`config.mk`:
```
export PLATFORM = sky130hd
export DESIGN_NAME = utf8_validate_whitespace_collapse_unit
export DESIGN_NICKNAME = d
export VERILOG_FILES = /design/src/rtl/uvwc_pkg.sv /design/src/rtl/utf8_validate_whitespace_collapse_unit.sv
export SDC_FILE = /design/constraint.sdc
export NUM_CORES = 1
export LEC_CHECK = 0
export ABC_AREA = 1
export BUFFER_PORTS_ARGS = -buffer_cell sky130_fd_sc_hd__buf_2
export CAP_MARGIN = 20
export CORE_ASPECT_RATIO = 1.75
export CORE_UTILIZATION = 30
export DETAILED_ROUTE_END_ITERATION = 8
export HOLD_SLACK_MARGIN = 0.06
export PLACE_DENSITY = 0.47
export SLEW_MARGIN = 40
export SYNTH_ARGS = -nofsm -noshare
export SYNTH_HDL_FRONTEND = slang
export SYNTH_SLANG_ARGS = --single-unit
```
`constraint.sdc`:
```
create_clock -name clock -period 7 [get_ports clock]
set_input_delay 0.7 -clock clock [delete_from_list [all_inputs] [get_ports clock]]
set_output_delay 0.7 -clock clock [all_outputs]
set_load 0.005 [all_outputs]
```
`src/rtl/uvwc_pkg.sv`:
```
// uvwc_pkg: types, status codes and the whitespace table for the utf-8 validator
// with whitespace collapsing. No dependencies; used by the top level, the checker and the testbench.
package uvwc_pkg;

   typedef enum logic [2:0] {
      ST_OK       = 3'd0,
      ST_TOO_LONG = 3'd1,
      ST_BAD_UTF8 = 3'd2,
      ST_BAD_TEXT = 3'd3,
      ST_EMPTY    = 3'd4
   } status_type;

   localparam int unsigned BURST_MAX   = 5;   // optional space plus up to four code bytes
   localparam int unsigned QUEUE_DEPTH = 4;
   localparam int unsigned QUEUE_PTR_W = $clog2(QUEUE_DEPTH);
   localparam int unsigned QUEUE_CNT_W = $clog2(QUEUE_DEPTH + 1);
   localparam int unsigned BURST_IDX_W = $clog2(BURST_MAX);
   localparam int unsigned BURST_CNT_W = $clog2(BURST_MAX + 1);

   localparam logic [7:0]  ASCII_SPACE = 8'h20;
   localparam logic [7:0]  LEAD2_MIN   = 8'hC2;
   localparam logic [7:0]  LEAD2_MAX   = 8'hDF;
   localparam logic [7:0]  LEAD3_MIN   = 8'hE0;
   localparam logic [7:0]  LEAD3_MAX   = 8'hEF;
   localparam logic [7:0]  LEAD4_MIN   = 8'hF0;
   localparam logic [7:0]  LEAD4_MAX   = 8'hF4;
   localparam logic [20:0] CP_MAX      = 21'h10FFFF;
   localparam logic [20:0] SURR_MIN    = 21'h00D800;
   localparam logic [20:0] SURR_MAX    = 21'h00DFFF;
   localparam logic [20:0] C1_MIN      = 21'h00007F;
   localparam logic [20:0] C1_MAX      = 21'h00009F;

   // one queue entry: every result caused by one accepted item
   typedef struct packed {
      logic                      kind;
      status_type                status;
      logic [7:0]                length;
      logic [BURST_CNT_W-1:0]    count;
      logic [BURST_MAX-1:0][7:0] data;
   } burst_type;

   function automatic logic is_white(input logic [20:0] cp);
      return (cp >= 21'h09 && cp <= 21'h0D) || cp == 21'h20 || cp == 21'h85 ||
             cp == 21'hA0 || cp == 21'h1680 || (cp >= 21'h2000 && cp <= 21'h200A) ||
             cp == 21'h2028 || cp == 21'h2029 || cp == 21'h202F ||
             cp == 21'h205F || cp == 21'h3000;
   endfunction

endpackage

```
`src/rtl/utf8_validate_whitespace_collapse_unit.sv`:
```
// utf8_validate_whitespace_collapse_unit: strict utf-8 decoder, control check and
// whitespace collapsing, with a small queue of result bursts. Depends on uvwc_pkg.
//
// Usage:
//   req channel: one text byte per item in req_tdata, a zero byte ends the text.
//   rsp channel: normalised data bytes (tuser 0) and one status item (tuser 1)
//   per text; tlast marks the final result caused by one input item.
//   Decode, checks and state update happen in the cycle an item is accepted; its
//   results (none, one status item, or up to five bytes: a space then up to four
//   code bytes) are written as one burst into a four-entry queue.
//   Results are registered: an item's burst enters the queue and is sent from its head.
//   Throughput: one item per cycle while the queue has room; the rsp side sends
//   one result per cycle while rsp_tready is high, so multi-result items drain at that rate.
//   req_tready drops only when all four queue entries are occupied.
//   Reset (synchronous, active high) clears the decoder state and empties the
//   queue. A stalled receiver holds the head result steady; the queue then fills
//   and backpressures the request side. No clearing pass is needed after reset.
module utf8_validate_whitespace_collapse_unit
   import uvwc_pkg::*;
#(
   parameter int unsigned SOURCE_CAPACITY = 256
) (
   input  logic        clock,
   input  logic        reset,
   input  logic        req_tvalid,
   output logic        req_tready,
   input  logic [7:0]  req_tdata,   // [7:0] in_byte
   output logic        rsp_tvalid,
   input  logic        rsp_tready,
   output logic [23:0] rsp_tdata,   // [7:0] out_byte, [10:8] status, [18:11] norm_length
   output logic        rsp_tuser,   // result_kind
   output logic        rsp_tlast    // last_of_run
);

   localparam int unsigned CNT_W = $clog2(SOURCE_CAPACITY + 1);
   localparam logic [CNT_W-1:0] CAP = CNT_W'(SOURCE_CAPACITY);

   // decoder state
   logic [CNT_W-1:0]  in_cnt_ff, in_cnt_in;
   logic [7:0]        out_cnt_ff, out_cnt_in;
   logic [20:0]       partial_ff, partial_in;
   logic [3:0][7:0]   seq_ff, seq_in;
   logic [1:0]        cont_left_ff, cont_left_in;
   logic [1:0]        seq_len_ff, seq_len_in;
   logic              space_ff, space_in;
   status_type        first_err_ff, first_err_in;

   // queue
   burst_type              queue_ff [QUEUE_DEPTH];
   logic [QUEUE_PTR_W-1:0] head_ff, tail_ff;
   logic [QUEUE_CNT_W-1:0] qcnt_ff;
   logic [BURST_IDX_W-1:0] idx_ff;

   logic        req_accept, rsp_accept, pop;
   logic        push;
   burst_type   burst;
   logic        do_finish;
   logic [20:0] fin_cp;
   logic [2:0]  fin_n;
   logic [20:0] combined;
   logic [7:0]  in_byte;
   logic        bad_value;
   logic        white, ctrl;
   logic [8:0]  out_sum;
   logic [2:0]  emit_n;
   logic [1:0]  wr_slot;
   burst_type   head;

   assign in_byte    = req_tdata;
   assign req_tready = (qcnt_ff != QUEUE_CNT_W'(QUEUE_DEPTH));
   assign req_accept = req_tvalid && req_tready;
   assign combined   = {partial_ff[14:0], in_byte[5:0]};
   assign wr_slot    = seq_len_ff + 2'd1 - cont_left_ff;
   assign bad_value  = (seq_len_ff == 2'd1 && combined < 21'h80) ||
                       (seq_len_ff == 2'd2 && combined < 21'h800) ||
                       (seq_len_ff == 2'd3 && combined < 21'h10000) ||
                       (combined >= SURR_MIN && combined <= SURR_MAX) ||
                       combined > CP_MAX;
   assign white = is_white(fin_cp);
   assign ctrl  = fin_cp < 21'h20 || (fin_cp >= C1_MIN && fin_cp <= C1_MAX);

   always_comb begin
      in_cnt_in    = in_cnt_ff;
      out_cnt_in   = out_cnt_ff;
      partial_in   = partial_ff;
      seq_in       = seq_ff;
      cont_left_in = cont_left_ff;
      seq_len_in   = seq_len_ff;
      space_in     = space_ff;
      first_err_in = first_err_ff;
      push         = 1'b0;
      burst        = '0;
      do_finish    = 1'b0;
      fin_cp       = '0;
      fin_n        = '0;
      emit_n       = '0;
      out_sum      = '0;

      if (req_accept) begin
         if (in_byte == 8'h00) begin
            push         = 1'b1;
            burst.kind   = 1'b1;
            burst.count  = BURST_CNT_W'(1);
            burst.length = out_cnt_ff;
            if (first_err_ff != ST_OK)      burst.status = first_err_ff;
            else if (cont_left_ff != 2'd0)  burst.status = ST_BAD_UTF8;
            else if (out_cnt_ff == 8'd0)    burst.status = ST_EMPTY;
            else                            burst.status = ST_OK;
            in_cnt_in    = '0;
            out_cnt_in   = '0;
            partial_in   = '0;
            cont_left_in = '0;
            seq_len_in   = '0;
            space_in     = 1'b0;
            first_err_in = ST_OK;
         end else begin
            if (in_cnt_ff < CAP) in_cnt_in = in_cnt_ff + CNT_W'(1);
            if (in_cnt_in == CAP) begin
               first_err_in = ST_TOO_LONG;
            end else if (first_err_ff != ST_OK) begin
               first_err_in = first_err_ff;
            end else if (cont_left_ff == 2'd0) begin
               seq_in[0] = in_byte;
               if (in_byte < 8'h80) begin
                  do_finish = 1'b1;
                  fin_cp    = {13'd0, in_byte};
                  fin_n     = 3'd1;
               end else if (in_byte >= LEAD2_MIN && in_byte <= LEAD2_MAX) begin
                  partial_in = {16'd0, in_byte[4:0]};
                  cont_left_in = 2'd1;
                  seq_len_in   = 2'd1;
               end else if (in_byte >= LEAD3_MIN && in_byte <= LEAD3_MAX) begin
                  partial_in = {17'd0, in_byte[3:0]};
                  cont_left_in = 2'd2;
                  seq_len_in   = 2'd2;
               end else if (in_byte >= LEAD4_MIN && in_byte <= LEAD4_MAX) begin
                  partial_in = {18'd0, in_byte[2:0]};
                  cont_left_in = 2'd3;
                  seq_len_in   = 2'd3;
               end else begin
                  first_err_in = ST_BAD_UTF8;
               end
            end else if (in_byte[7:6] != 2'b10) begin
               first_err_in = ST_BAD_UTF8;
               cont_left_in = 2'd0;
            end else begin
               seq_in[wr_slot] = in_byte;
               partial_in      = combined;
               cont_left_in    = cont_left_ff - 2'd1;
               if (cont_left_ff == 2'd1) begin
                  if (bad_value) begin
                     first_err_in = ST_BAD_UTF8;
                  end else begin
                     do_finish = 1'b1;
                     fin_cp    = combined;
                     fin_n     = {1'b0, seq_len_ff} + 3'd1;
                  end
               end
            end
         end
      end

      // a completed codepoint: reject controls, collapse whitespace, else emit
      if (do_finish) begin
         if (ctrl && !white) begin
            first_err_in = ST_BAD_TEXT;
         end else if (white) begin
            space_in = (out_cnt_ff != 8'd0);
         end else begin
            push        = 1'b1;
            emit_n      = fin_n + {2'd0, space_ff};
            burst.count = BURST_CNT_W'(emit_n);
            if (space_ff) burst.data = {seq_in, ASCII_SPACE};
            else          burst.data = {8'h00, seq_in};
            out_sum     = {1'b0, out_cnt_ff} + {6'd0, emit_n};
            out_cnt_in  = out_sum[8] ? 8'hFF : out_sum[7:0];
            space_in    = 1'b0;
         end
      end
   end

   always_ff @(posedge clock) begin
      if (reset) begin
         in_cnt_ff    <= '0;
         out_cnt_ff   <= '0;
         partial_ff   <= '0;
         cont_left_ff <= '0;
         seq_len_ff   <= '0;
         space_ff     <= 1'b0;
         first_err_ff <= ST_OK;
      end else begin
         in_cnt_ff    <= in_cnt_in;
         out_cnt_ff   <= out_cnt_in;
         partial_ff   <= partial_in;
         cont_left_ff <= cont_left_in;
         seq_len_ff   <= seq_len_in;
         space_ff     <= space_in;
         first_err_ff <= first_err_in;
      end
   end

   always_ff @(posedge clock) begin
      seq_ff <= seq_in;
      if (push) queue_ff[tail_ff] <= burst;
   end

   // output side walks the head burst one item at a time
   assign head       = queue_ff[head_ff];
   assign rsp_tvalid = (qcnt_ff != '0);
   assign rsp_accept = rsp_tvalid && rsp_tready;
   assign rsp_tlast  = (BURST_CNT_W'(idx_ff) + BURST_CNT_W'(1)) == head.count;
   assign pop        = rsp_accept && rsp_tlast;
   assign rsp_tuser  = head.kind;
   assign rsp_tdata  = {5'd0, head.length, head.status, head.data[idx_ff]};

   always_ff @(posedge clock) begin
      if (reset) begin
         head_ff <= '0;
         tail_ff <= '0;
         qcnt_ff <= '0;
         idx_ff  <= '0;
      end else begin
         if (push) tail_ff <= tail_ff + QUEUE_PTR_W'(1);
         if (pop) begin
            head_ff <= head_ff + QUEUE_PTR_W'(1);
            idx_ff  <= '0;
         end else if (rsp_accept) begin
            idx_ff  <= idx_ff + BURST_IDX_W'(1);
         end
         qcnt_ff <= qcnt_ff + QUEUE_CNT_W'(push) - QUEUE_CNT_W'(pop);
      end
   end

   a_queue_bound: assert property (@(posedge clock) disable iff (reset)
      qcnt_ff <= QUEUE_CNT_W'(QUEUE_DEPTH))
      else $error("result queue over capacity");

   a_status_last: assert property (@(posedge clock) disable iff (reset)
      rsp_tvalid && rsp_tuser |-> rsp_tlast)
      else $error("status item not marked last");

   a_text_restart: assert property (@(posedge clock) disable iff (reset)
      req_accept && req_tdata == 8'h00 |=>
         cont_left_ff == 2'd0 && out_cnt_ff == 8'd0 && first_err_ff == ST_OK)
      else $error("state not cleared after terminator");

   a_idx_in_burst: assert property (@(posedge clock) disable iff (reset)
      rsp_tvalid |-> (BURST_CNT_W'(idx_ff) < head.count))
      else $error("item index beyond burst");

endmodule

```
; ---- After elaboration in Yosys (flattened, before gate mapping)
; Memory sizes are Yosys's and may differ from the RTL's. A register that Yosys moved wholly into a read port is not among the register bits.
; Index checks and enable logic that the tools add are counted.
[totals]
reg_bits = 82
ram_bits = 220
in_bits = 12
elab_cells = 227
n_memories = 1
[classes]
n_addsub = 12
n_lt_le_gt_ge = 24
eq_ne = 23
mux = 108
reduce_logical = 44
[mem_list]
columns = name, words, word_bits, read_ports, rd_clocked_by_memory_dff, write_ports, line
row1 = queue_ff, 4, 55, 1, 1, 1, utf8_validate_whitespace_collapse_unit.sv:49  ; burst_type queue_ff [QUEUE_DEPTH];
[ops]
columns = cell, count
row1 = $mux W21, 8
row2 = $mux W15, 11
row3 = $mux W32, 5
row4 = $mux W43, 3
row5 = $eq A21 B14 Y1 const B, 5
row6 = $mux W8, 10
row7 = $mux W3, 25
row8 = $eq A21 B8 Y1 const B, 2
row9 = $mux W40, 1
row10 = $mux W9, 4
row11 = $bwmux W32, 1
row12 = $mux W2, 15
row13 = $bmux W8 S3, 1
row14 = $ge A8 B8 Y1 const B, 3
row15 = $le A8 B8 Y1 const B, 3
row16 = $mux W24, 1
row17 = $mux W1, 22
row18 = $eq A21 B13 Y1 const B, 1
row19 = $eq A21 B6 Y1 const B, 1
row20 = $ge A21 B14 Y1 const B, 1
row21 = $ge A21 B16 Y1 const B, 1
row22 = $ge A21 B4 Y1 const B, 1
row23 = $ge A21 B7 Y1 const B, 1
row24 = $gt A21 B21 Y1 const B, 1
row25 = 42 further kinds, 84

; ---- Longest topological paths before layout
[logic_depth]
depth_word = 32
ltp_mapped = 33

; ---- Worst setup path after synthesis
; OpenSTA, ideal clock, no wires.
[synth_path]
kind = input port to flip-flop
startpoint = input req_tdata[4]
endpoint = memory queue_ff[0][0] in the netlist's numbering (enable)
setup_time_ns = 0.468
t_arrival_ns = 5.122
t_required_ns = 6.532
path_slack_ns = 1.410
cell_stages = 23
path_buffers = 1
path_cell_list = buf_2 -> nor2_4 -> inv_2 -> nor2_4 -> nand3_4 -> nand2_4 -> inv_4 -> nand2_4 -> inv_2 -> nand2_2 -> nand2_1 -> o21ai_2 -> and2_1 -> nand2_2 -> nor2_4 -> nand3_1 -> nand2_1 -> nand2_1 -> a21oi_2 -> nand3_2 -> inv_4 -> nor2_2 -> nor2_1
[synth_between]
elab_chain_cells = 32
elab_cells_between_ends = 73
cone_classes = order compare (14) / eq/ne (9) / mux (25) / reduce/logical (25)
[synth_lines]
columns = element, line
row1 = start: declaration, utf8_validate_whitespace_collapse_unit.sv:27  ; input logic [7:0] req_tdata,
row2 = $lt A21 B8 Y1 / $lt A21 B12 Y1 (equally long branches), "utf8_validate_whitespace_collapse_unit.sv:74, utf8_validate_whitespace_collapse_unit.sv:75"
row3 = "$logic_and A1 B1 Y1, on equally long branches", "utf8_validate_whitespace_collapse_unit.sv:74, utf8_validate_whitespace_collapse_unit.sv:75"
row4 = $logic_or A1 B1 Y1, utf8_validate_whitespace_collapse_unit.sv:74  ; assign bad_value = (seq_len_ff == 2'd1 && combined < 21'h80) ||
row5 = $logic_or A1 B1 Y1, utf8_validate_whitespace_collapse_unit.sv:75  ; (seq_len_ff == 2'd2 && combined < 21'h800) ||
row6 = $logic_or A1 B1 Y1, utf8_validate_whitespace_collapse_unit.sv:76  ; (seq_len_ff == 2'd3 && combined < 21'h10000) ||
row7 = $logic_or A1 B1 Y1, utf8_validate_whitespace_collapse_unit.sv:77  ; (combined >= SURR_MIN && combined <= SURR_MAX) ||
row8 = $mux W21, utf8_validate_whitespace_collapse_unit.sv:151  ; if (bad_value) begin
row9 = $mux W21, utf8_validate_whitespace_collapse_unit.sv:150  ; if (cont_left_ff == 2'd1) begin
row10 = [14 not listed], --
row11 = $logic_or A1 B1 Y1 (3 in series), uvwc_pkg.sv:45  ; cp == 21'h2028 || cp == 21'h2029 || cp == 21'h202F ||
row12 = $logic_or A1 B1 Y1, uvwc_pkg.sv:46  ; cp == 21'h205F || cp == 21'h3000;
row13 = $logic_not A1 Y1, utf8_validate_whitespace_collapse_unit.sv:165  ; if (ctrl && !white) begin
row14 = $logic_and A1 B1 Y1, utf8_validate_whitespace_collapse_unit.sv:165
row15 = $mux W1, utf8_validate_whitespace_collapse_unit.sv:165
row16 = $mux W1 (*), utf8_validate_whitespace_collapse_unit.sv:164  ; if (do_finish) begin
row17 = $mux W1 (*), utf8_validate_whitespace_collapse_unit.sv:204  ; if (push) queue_ff[tail_ff] <= burst;
row18 = $mux W1 (not written as such) (*), utf8_validate_whitespace_collapse_unit.sv:204
row19 = end: declaration, utf8_validate_whitespace_collapse_unit.sv:49
; Every way passes the cells marked *; elsewhere a longest branch is shown, timed or not.

; ---- Worst setup path after layout
[layout_path]
startpoint = register cont_left_ff[0]
endpoint = memory queue_ff[2][21] in the netlist's numbering (enable)
[layout_between]
elab_chain_cells = 26
elab_cells_between_ends = 53
cone_classes = order compare (7) / eq/ne (10) / mux (19) / reduce/logical (17)
[layout_lines]
columns = element, line
row1 = start: declaration, utf8_validate_whitespace_collapse_unit.sv:43  ; logic [1:0] cont_left_ff, cont_left_in;
row2 = start signal: assignment, utf8_validate_whitespace_collapse_unit.sv:195  ; cont_left_ff <= cont_left_in;
row3 = $eq A2 B1 Y1, utf8_validate_whitespace_collapse_unit.sv:150
row4 = $mux W21, utf8_validate_whitespace_collapse_unit.sv:150
row5 = $mux W21, utf8_validate_whitespace_collapse_unit.sv:143  ; end else if (in_byte[7:6] != 2'b10) begin
row6 = $mux W21, utf8_validate_whitespace_collapse_unit.sv:122  ; end else if (cont_left_ff == 2'd0) begin
row7 = $mux W21, utf8_validate_whitespace_collapse_unit.sv:120  ; end else if (first_err_ff != ST_OK) begin
row8 = $mux W21, utf8_validate_whitespace_collapse_unit.sv:118  ; if (in_cnt_in == CAP) begin
row9 = $mux W21, utf8_validate_whitespace_collapse_unit.sv:100  ; if (in_byte == 8'h00) begin
row10 = $mux W21, utf8_validate_whitespace_collapse_unit.sv:99  ; if (req_accept) begin
row11 = [8 not listed], --
row12 = $logic_or A1 B1 Y1 (3 in series), uvwc_pkg.sv:45
row13 = $logic_or A1 B1 Y1, uvwc_pkg.sv:46
row14 = $logic_not A1 Y1, utf8_validate_whitespace_collapse_unit.sv:165
row15 = $logic_and A1 B1 Y1, utf8_validate_whitespace_collapse_unit.sv:165
row16 = $mux W1, utf8_validate_whitespace_collapse_unit.sv:165
row17 = $mux W1 (*), utf8_validate_whitespace_collapse_unit.sv:164
row18 = $mux W1 (*), utf8_validate_whitespace_collapse_unit.sv:204
row19 = $mux W1 (not written as such) (*), utf8_validate_whitespace_collapse_unit.sv:204
; Marked as above.

==> results.toml <==
[route]
drc_errors = 0
drt_pass1_iterations = 5
drt.antenna.violating_nets = 0
wl_met3_mm = 1.231
met2_length_mm = 23.58
routedWlPerCell_um = 19.90
top_layer = "met4"
wl_met1_mm = 16.14
first_iter_violations = 476
via_count = 10760
viasPerCell = 5.024
wl_mm = 42.63

[synthesis]
async_flop_share_pct = 0
yosysSeqAreaShare_pct = 57.62
synth_edf_count = 220
synth_top_area_share_pct = 45.93
yosys.area.top_type = "edfxtp_1"
postSynthAreaPerCell_um2 = 9.444
synth.distinct_cells = 55
synth_most_common_cell = "nor2_1"
ys_top_cells_by_area = "edfxtp_1, dfxtp_1, nor2_1"
synthFlopType = "edfxtp_1"
ys_ff_latch = 304
yosysWarnings = 0
ys_top_cells_by_count = "nor2_1, edfxtp_1, nand2_1"
syn_area_um2 = 14380
syn_inst = 1523

[clock_network]
numClockSinks = 304
post_cts_buffers = 0
cts_hold_buf = 0
ctsHtreeMaxLevel = 1
clock_path_buffers = 3
cts_tree = "built"
clk_pin_slew_ps = 70
cts_buffers = 29
clk_latency_ps = 570
cts_root_buffer = "clkbuf_16"
post_cts_resized = 0

[sta]
timing.setup.tns_ps = 0
max_clock_freq_mhz = 185.9
maxSlewViolCount = 0
setup_viol = 0
rsz0062_at_grt = "false"
finalCriticalPeriod_ps = 5379
hold_viol = 0
max_slew.worst_pin.slew_ps = 909.8
fin_crit_sh_pct = 76.85
finalClockSkew_ps = 20.19
relSlewSlack_pct = 38.70

[floorplan]
die_h_um = 291.7
std_cell_rows = 105
coreArea_um2 = 47160
die_w_um = 167.5
ios = 40
die-area_um2 = 48860
floorplan.initialDensity_pct = 30.50

[finish]
design_area_um2 = 16060
final_layout_size_suffix_gt1_share_pct = 11.26
nNetsFinal = 1564
syn_to_final_growth_pct = 11.66
diodes = 0

[power_and_ir_drop]
leakagePower_nw = 6.287
power_density_nw_per_um2 = 355.0
finalPower_mw = 5.701
ir_worst_vdd_v = 0.0001516

[setup_path]
cp.arrival_ps = 5610
critPathBufInv = 5
cp.required_ps = 7240
r2r_setup_slack_ps = 1620
crit_type = "flip-flop to flip-flop"
path_max_fanout = 33
cpLargestDelayFamily = "simple AND/OR/NAND/NOR gates"
worstPathCellList = "inv_1 > ha_1 > inv_1 > nand2_1 > inv_2 > nor2_8 > nand3_2 > nor2_1 > nand2_1 > o21bai_2 > nand3_2 > a21oi_4 > nand3_2 > inv_4 > nor2_2 > nor2_4 > buf_4"
startpoint_type = "flip-flop"
slowest_delay_ps = 600
path_common_cell = "nand3_2"
critPathSlowestCell = "nor2_4"
cp-end-kind = "flip-flop"

[placement]
placed_area_um2 = 15120
gp_congestion = 0.9367
dp_hpwl_mm = 30.24
io_buffers = 34

[global_route]
grt_pass1_wl_mm = 65.43
grt_overflow = 0
antenna_found_initial = 0
grt_use_total_pct = 17.54
grt_pass1_vias = 10930
grt_max_degree = 61

[run_status]
status = "finished, final reports clean"

[min_path]
hp-class = "flip-flop to flip-flop"

[flow_run]
cap_viol_max_count = 0
## area by class of cell
class | count | area (um^2)
Tap cell | 588 | 735.7
Fill cell | 4772 | 31100
Multi-Input combinational cell | 974 | 5129
Clock inverter | 12 | 125.1
Clock buffer | 42 | 794.5
Timing Repair Buffer | 52 | 335.3
Sequential cell | 304 | 8293
Inverter | 170 | 648.1
## path summary, 6_finish.rpt
| check | startpoint | to | cells past startpoint |
|---|---|---|---|
| setup / recovery | cont_left_ff[0] | queue_ff[2][21] | 17 |
| hold / removal | seq_ff[22] | seq_ff[22] | 2 |
| setup reg to reg | cont_left_ff[0] | queue_ff[2][21] | 17 |
| hold reg to reg | seq_ff[22] | seq_ff[22] | 2 |
## worst reg2reg max path: cells and delay by family (launching register included)
family	cells	cell delay [ps]
and+or+nand+nor	9	2160
buffers and inverters	5	1530
adders and majority gates	1	590
AOI/OAI and AO/OA	2	430
DFF	1	330
## stage by stage
stage	setup WS [ps]	hold WS (ps)	util, %	std cells
after CTS	1548	454.9	34.00	2141
after detailed placement	1571	444.2	32.05	2087
final	1621	459.3	34.05	2142
after global routing	1135	481.7	34.05	2142
after floorplan	1410	426.0	-	1527
after global placement	1709	436.8	32.04	2087
## placed cells by master (no fill, tap or decap), types with 16 or more instances in the layout
cell,n
nand2_1,186
nor2_1,228
nor3_1,20
buf_4,16
clkbuf_16,30
ha_1,19
dfxtp_1,82
nand3_1,100
a21oi_1,50
edfxtp_1,220
inv_1,152
o21ai_0,155
o22ai_1,39
buf_2,34
o221ai_1,24
## where the power goes
group	internal, mW	switching (mW)
clock network	0.867	0.692
logic	0.491	1.26
registers	2.28	0.113
## cells by family (layout without fill, tap and decap cells)
logic type | count (synthesis) | count (layout) | share of synthesized area [%]
multiplexers | 12 | 12 | 0.8351
other | 1 | 5 | 0.02607
adder cells (fa/ha/maj) | 21 | 21 | 1.931
AND/OR/NAND/NOR | 608 | 608 | 18.91
XOR/XNOR | 8 | 8 | 0.4871
buffers and inverters | 249 | 276 | 7.037
AO/OA/AOI/OAI | 320 | 320 | 13.15
flip-flops | 304 | 304 | 57.62
## state kept, by name, indices dropped and copies added (netlist names), named ones only
| signal | cells |
|---|---|
| head_ff | 2 |
| tail_ff | 2 |
| partial_ff | 15 |
| out_cnt_ff | 8 |
| in_cnt_ff | 9 |
| qcnt_ff | 3 |
| seq_ff | 32 |
| space_ff | 1 |
| cont_left_ff | 2 |
| queue_ff | 220 |
| seq_len_ff | 2 |
| first_err_ff | 3 |
| idx_ff | 3 |
## per-layer routing
layer  vias up  GRT usage [%]
met3        78          1.274
met4         0          7.675
met5         -              0
met1      5201          18.85
li1       5246              -
met2       237          34.44
No activity file was read; power rests on OpenSTA's default activity.
